<file path="src/smps_pkg.sv">
// Shared types, widths and register codes for the strided modular prefix sum block.
package smps_pkg;

    // Storage and datapath sizes.
    localparam int MAX_COLUMNS = 1024;
    localparam int VALUE_WIDTH = 64;
    localparam int COL_W       = $clog2(MAX_COLUMNS);

    // Register widths.
    localparam int MODULUS_W   = 63;
    localparam int COLS_CFG_W  = 11;
    localparam int ROWS_CFG_W  = 16;
    localparam int CFG_DATA_W  = 63;
    localparam int CFG_INDEX_W = 3;

    typedef logic signed [VALUE_WIDTH-1:0] value_t;
    typedef logic [VALUE_WIDTH-1:0]        word_t;
    typedef logic [COL_W-1:0]              col_t;

    // Configuration register indexes.
    typedef enum logic [CFG_INDEX_W-1:0] {
        REG_INVERSE_MODE = 3'd0,
        REG_MODULAR_MODE = 3'd1,
        REG_MODULUS      = 3'd2,
        REG_COLUMN_COUNT = 3'd3,
        REG_ROW_COUNT    = 3'd4
    } cfg_index_t;

    // Position of one item inside its block.
    typedef struct packed {
        col_t col;
        logic first_row;
    } position_t;

endpackage

</file>
<file path="src/smps_seq.sv">
// Row and column position counters that walk the strided coefficient layout.
module smps_seq (
    input  logic                                 clk,
    input  logic                                 rst_n,
    input  logic                                 accept,
    input  logic                                 start,
    input  logic [smps_pkg::COLS_CFG_W-1:0]      column_count,
    input  logic [smps_pkg::ROWS_CFG_W-1:0]      row_count,
    output smps_pkg::position_t                  pos
);
    import smps_pkg::*;

    localparam logic [COLS_CFG_W-1:0] COLS_MAX = COLS_CFG_W'(MAX_COLUMNS);

    col_t                  col_pos_reg, col_pos_next;
    logic [ROWS_CFG_W-1:0] row_pos_reg, row_pos_next;
    logic [COLS_CFG_W-1:0] cols;
    logic [ROWS_CFG_W-1:0] rows;
    logic [COLS_CFG_W-1:0] col_cur;
    logic [ROWS_CFG_W-1:0] row_cur;
    logic [COLS_CFG_W-1:0] col_inc;
    logic [ROWS_CFG_W:0]   row_inc;

    // Clamp the counts into their usable ranges.
    always_comb
    begin
        if (column_count == '0)
            cols = COLS_CFG_W'(1);
        else if (column_count > COLS_MAX)
            cols = COLS_MAX;
        else
            cols = column_count;
        rows = (row_count == '0) ? ROWS_CFG_W'(1) : row_count;
    end

    // Position of the current item, with restart and wrap after lowered counts.
    always_comb
    begin
        col_cur = start ? '0 : COLS_CFG_W'(col_pos_reg);
        row_cur = start ? '0 : row_pos_reg;
        if (col_cur >= cols)
            col_cur = '0;
        if (row_cur >= rows)
            row_cur = '0;
        col_inc = col_cur + COLS_CFG_W'(1);
        row_inc = {1'b0, row_cur} + (ROWS_CFG_W+1)'(1);

        if (col_inc >= cols)
        begin
            col_pos_next = '0;
            row_pos_next = (row_inc >= {1'b0, rows}) ? '0 : row_inc[ROWS_CFG_W-1:0];
        end
        else
        begin
            col_pos_next = col_inc[COL_W-1:0];
            row_pos_next = row_cur;
        end

        pos.col       = col_cur[COL_W-1:0];
        pos.first_row = (row_cur == '0);
    end

    // Position registers advance once per accepted item.
    always_ff @(posedge clk or negedge rst_n)
    begin
        if (!rst_n)
        begin
            col_pos_reg <= '0;
            row_pos_reg <= '0;
        end
        else if (accept)
        begin
            col_pos_reg <= col_pos_next;
            row_pos_reg <= row_pos_next;
        end
    end

endmodule

</file>
<file path="config.mk">
export PLATFORM = sky130hd
export DESIGN_NAME = smps_seq
export DESIGN_NICKNAME = d
export VERILOG_FILES = /design/src/smps_pkg.sv /design/src/smps_seq.sv
export SDC_FILE = /design/constraint.sdc
export NUM_CORES = 1
export LEC_CHECK = 0
export BUFFER_PORTS_ARGS = -buffer_cell sky130_fd_sc_hd__buf_2
export CELL_PAD_IN_SITES_DETAIL_PLACEMENT = 0
export CELL_PAD_IN_SITES_GLOBAL_PLACEMENT = 1
export CORE_ASPECT_RATIO = 0.75
export CORE_UTILIZATION = 41
export CTS_BUF_LIST = sky130_fd_sc_hd__clkbuf_2 sky130_fd_sc_hd__clkbuf_4 sky130_fd_sc_hd__clkbuf_8
export CTS_CLUSTER_SIZE = 30
export DETAILED_ROUTE_END_ITERATION = 7
export GPL_ROUTABILITY_DRIVEN = 0
export PLACE_DENSITY_LB_ADDON = 0.25
export SYNTH_ARGS = -nofsm -noshare
export SYNTH_HDL_FRONTEND = slang
export SYNTH_SLANG_ARGS = --single-unit
</file>
<file path="constraint.sdc">
create_clock -name clk -period 5.1 [get_ports clk]
set_input_delay 1.02 -clock clk [delete_from_list [all_inputs] [get_ports clk]]
set_output_delay 1.02 -clock clk [all_outputs]
set_load 0.05 [all_outputs]
</file>
==> results.md <==
Outcome
- run status: complete, but fails checks
- failing checks: setup timing

Setup path
- Max stage delay on crit path: 0.53 ns
- reg-to-reg startpoint: row_pos_reg[9]
- required time of the critical path: 5.30 ns
- startpoint-to-endpoint class of the critical path: input port to flop
- cell family contributing the most delay on the critical path: simple AND/OR/NAND/NOR gates
- Critical Path Sink Type: flop
- worst reg2reg setup slack: 0.12 ns
- R2R depth: 23
- Crit path arrival time: 5.68 ns
- peak fanout along the critical path: 4
- crit path launch type: input port
- end of the worst register-to-register path: row_pos_reg[13]
- standard cell with the maximum stage delay on the critical path: sky130_fd_sc_hd__or4b_4
- WP buf/inv: 2

Placed design
- HPWL reported at the end of detailed placement: 9000 um
- pre-CTS setup slack: -0.942 ns
- area after detailed placement: 4750 sq um
- number of input and output port buffers inserted: 41

Logic synthesis
- number of unique standard cell types used by synthesis: 56
- Syn. warnings: 0
- gate count after technology mapping: 423
- proportion of synthesized flip-flops having asynchronous set or reset: 100%
- Post-synth EDFFs: 0
- most frequently used flop master after synthesis: sky130_fd_sc_hd__dfrtp_1
- number of synthesized register bits: 26
- Mapped Nets: 510
- sequential-to-total area share from yosys stat: 19.5%
- Synth area leader: sky130_fd_sc_hd__ha_1
- most frequently used cell type in the post-synthesis netlist: sky130_fd_sc_hd__ha_1
- leading post-synthesis cells by instance count: sky130_fd_sc_hd__ha_1, sky130_fd_sc_hd__nand2_1, sky130_fd_sc_hd__nor2_1, sky130_fd_sc_hd__inv_1, sky130_fd_sc_hd__nor2b_1
- Yosys top cell area share: 21.0%
- average cell area after synthesis: 7.88 sq um
- largest cells by area after synthesis: sky130_fd_sc_hd__ha_1, sky130_fd_sc_hd__dfrtp_1, sky130_fd_sc_hd__nor2b_1, sky130_fd_sc_hd__nand2_1, sky130_fd_sc_hd__nor2_1
- cell area after technology mapping: 3330 sq um

Global routing
- global-route usage over all layers: 26.7%
- GR Overflow Total: 0
- pin count of the biggest net entering global routing: 27
- wire length of the first global-routing pass: 17900 um
- antenna violations before repair: 0
- vias in the first global route: 3670

Timing
- upper clock frequency limit: 182 MHz
- setup repair after global routing missed its margin: yes
- worst hold slack: 0.509 ns
- part of the cycle the worst path needs: 108%
- final count of negative-setup-slack endpoints: 16
- Final Hold Fails: 0
- Max Transition Viols Final: 0
- Final Critical Period: 5.48 ns
- Max Clock Skew: 0.00231 ns
- slew at the pin closest to its max-slew limit: 0.607 ns
- smallest setup slack after layout: -0.385 ns
- Worst slew margin: 59.6%
- Total Negative Setup Slacks: -2.95 ns

Worst hold path
- WHS Path Cells: 1
- class of the tightest hold or removal check: flop to flop
- worst hold path startpoint: col_pos_reg[1]
- Min-Delay Endpoint: col_pos_reg[1]

Route
- detailed-route wire length per cell: 15.8 um
- number of DRC violations after detailed routing: 0
- post-detailed-routing wire length: 11100 um
- vias per cell: 5.41
- first-iteration detailed-routing DRC count: 181
- Pre-antenna DRT Iters: 5
- via count: 3788
- antenna viol nets, final: 0

Layout
- relative area change from synthesis to final layout: 55.8%
- summed area of non-filler cells in the final layout: 5190 sq um
- Total Nets Final: 683
- area of the multi-input gates: 2930 sq um
- ant diodes: 0
- layout cells sized above 1: 42.9%
- sequential standard cell area: 651 sq um
- layout filler cell count: 677
- flip-flop count of the largest register, all copies and words added: 16

Floorplanning
- width of the die: 106 um
- # rows: 28
- Initial Utilization: 42.3%
- num ports: 42
- die area: 8500 sq um
- core footprint: 7880 sq um
- Die Y: 80.1 um

Power
- Leak Pwr: 2.61 nW
- power density relative to cell area: 134 nW/um^2
- P_int: 0.000434 W
- proportion of power drawn by flip-flops and latches: 33.7%
- Sw Pwr: 0.000261 W
- switching power share of the total: 37.5%
- final total power: 0.000695 W
- power share of the clock group: 19.8%
- relative contribution of combinational cells to total power: 46.5%
- worst vdd rail ir drop: 0.104 mV

CTS
- CTS tree: done
- number of H-tree branching levels: 1
- CTS clock-pin slew for the worst setup and hold paths: 0.09 ns
- CTS Sinks: 26
- buffer levels on the longest clock path: 2
- total clock buffers created by CTS: 3
- Clock Root Buffer: sky130_fd_sc_hd__clkbuf_8
- Clock Latency Late Sink: 0.27 ns

Job
- maxcap violations: 0

-- layout make-up --
| cell class | instances | share of cell area [%] |
|---|---|---|
| timing repair buffer | 181 | 25.1 |
| tap | 105 | 2.53 |
| clock buffer | 4 | 1.06 |
| sequential | 26 | 12.5 |
| inverter | 31 | 2.38 |
| multi-input combinational | 353 | 56.4 |
-- placed cells by master, fill, tap and decap left out, types with 7 or more instances in the layout --
| cell type | Yosys | routed |
|---|---|---|
| sky130_fd_sc_hd__inv_1 | 30 | 28 |
| sky130_fd_sc_hd__nor2b_1 | 27 | 22 |
| sky130_fd_sc_hd__nor2_1 | 35 | 29 |
| sky130_fd_sc_hd__a21oi_2 | 1 | 7 |
| sky130_fd_sc_hd__nand2_1 | 35 | 33 |
| sky130_fd_sc_hd__a21oi_1 | 21 | 14 |
| sky130_fd_sc_hd__buf_2 | 2 | 38 |
| sky130_fd_sc_hd__dfrtp_1 | 26 | 26 |
| sky130_fd_sc_hd__xor2_1 | 7 | 7 |
| sky130_fd_sc_hd__o21ai_0 | 11 | 7 |
| sky130_fd_sc_hd__buf_4 | 0 | 133 |
| sky130_fd_sc_hd__ha_1 | 56 | 52 |
| sky130_fd_sc_hd__a22o_1 | 12 | 12 |
| sky130_fd_sc_hd__nor3_1 | 18 | 11 |
| sky130_fd_sc_hd__nand4_1 | 10 | 10 |
| sky130_fd_sc_hd__nand2b_1 | 10 | 8 |
| sky130_fd_sc_hd__xnor2_1 | 13 | 13 |
| sky130_fd_sc_hd__nand3_1 | 15 | 12 |
| sky130_fd_sc_hd__buf_6 | 1 | 9 |
-- power by group through the flow --
stage,registers (W),clock network (W),logic [W]
2_1_floorplan,0.000232,0,0.000161
3_3_place_gp,0.000237,0,0.000280
3_5_place_dp,0.000237,0,0.000285
4_1_cts,0.000233,0.000140,0.000299
5_1_grt,0.000235,0.000146,0.000353
6_report,0.000234,0.000138,0.000323
-- per-layer routing --
layer,up-vias,global-route usage (%),wire (um)
met5,-,0,0
met4,0,2.92,31
met3,4,3.49,634
met2,105,41.8,4710
met1,1797,39.8,5680
li1,1882,-,-
-- metrics by stage --
step                util [%]  cells
floorplan                  -    423
global placement        60.3    684
detailed placement      60.3    684
CTS                     63.0    694
global route            65.9    700
finish                  65.9    700
-- worst reg2reg max path, cell delays in order, from the launching register on --
cell	delay, ns
sky130_fd_sc_hd__dfrtp_1	0.49
sky130_fd_sc_hd__nor2b_2	0.21
sky130_fd_sc_hd__ha_1	0.32
sky130_fd_sc_hd__a21oi_2	0.18
sky130_fd_sc_hd__o211ai_1	0.12
sky130_fd_sc_hd__a21oi_2	0.19
sky130_fd_sc_hd__o21ai_2	0.10
sky130_fd_sc_hd__nor2_4	0.17
sky130_fd_sc_hd__and2_4	0.18
sky130_fd_sc_hd__ha_4	0.15
sky130_fd_sc_hd__nand4_4	0.09
sky130_fd_sc_hd__buf_6	0.14
sky130_fd_sc_hd__nor3_4	0.16
sky130_fd_sc_hd__nand3_1	0.12
sky130_fd_sc_hd__xor2_1	0.15
sky130_fd_sc_hd__nor2_1	0.16
sky130_fd_sc_hd__ha_1	0.29
sky130_fd_sc_hd__a21oi_2	0.17
sky130_fd_sc_hd__o21ai_2	0.09
sky130_fd_sc_hd__a211oi_2	0.23
sky130_fd_sc_hd__a21oi_2	0.11
sky130_fd_sc_hd__or4b_4	0.53
sky130_fd_sc_hd__or4_4	0.41
sky130_fd_sc_hd__a31oi_1	0.17
-- how the worst max path moves through the flow --
stage                      start         endpoint  cells past startpoint
floorplan                  start  row_pos_reg[13]                     26
global placement           start  row_pos_reg[13]                     23
detailed placement  row_count[1]  row_pos_reg[13]                     23
CTS                 row_count[7]  row_pos_reg[13]                     25
global route        row_count[2]  row_pos_reg[13]                     25
finish              row_count[2]  row_pos_reg[13]                     25
-- cell families after synthesis --
family	Yosys count	synth area share, %
AO/OA/AOI/OAI	92	19.0
XOR/XNOR	20	5.25
adder cells (fa/ha/maj)	56	21.0
buffers and inverters	44	5.25
flip-flops	26	19.5
AND/OR/NAND/NOR	185	29.9
-- timing repair --
action                                  in CTS  in global routing
pin swaps                                   30                 23
endpoints found under the setup margin      22                 26
hold buffers                                 0                  0
resized for setup                           25                 37
buffers inserted                             7                  7
gates cloned                                 0                  0
No activity file was read; power rests on OpenSTA's default activity.
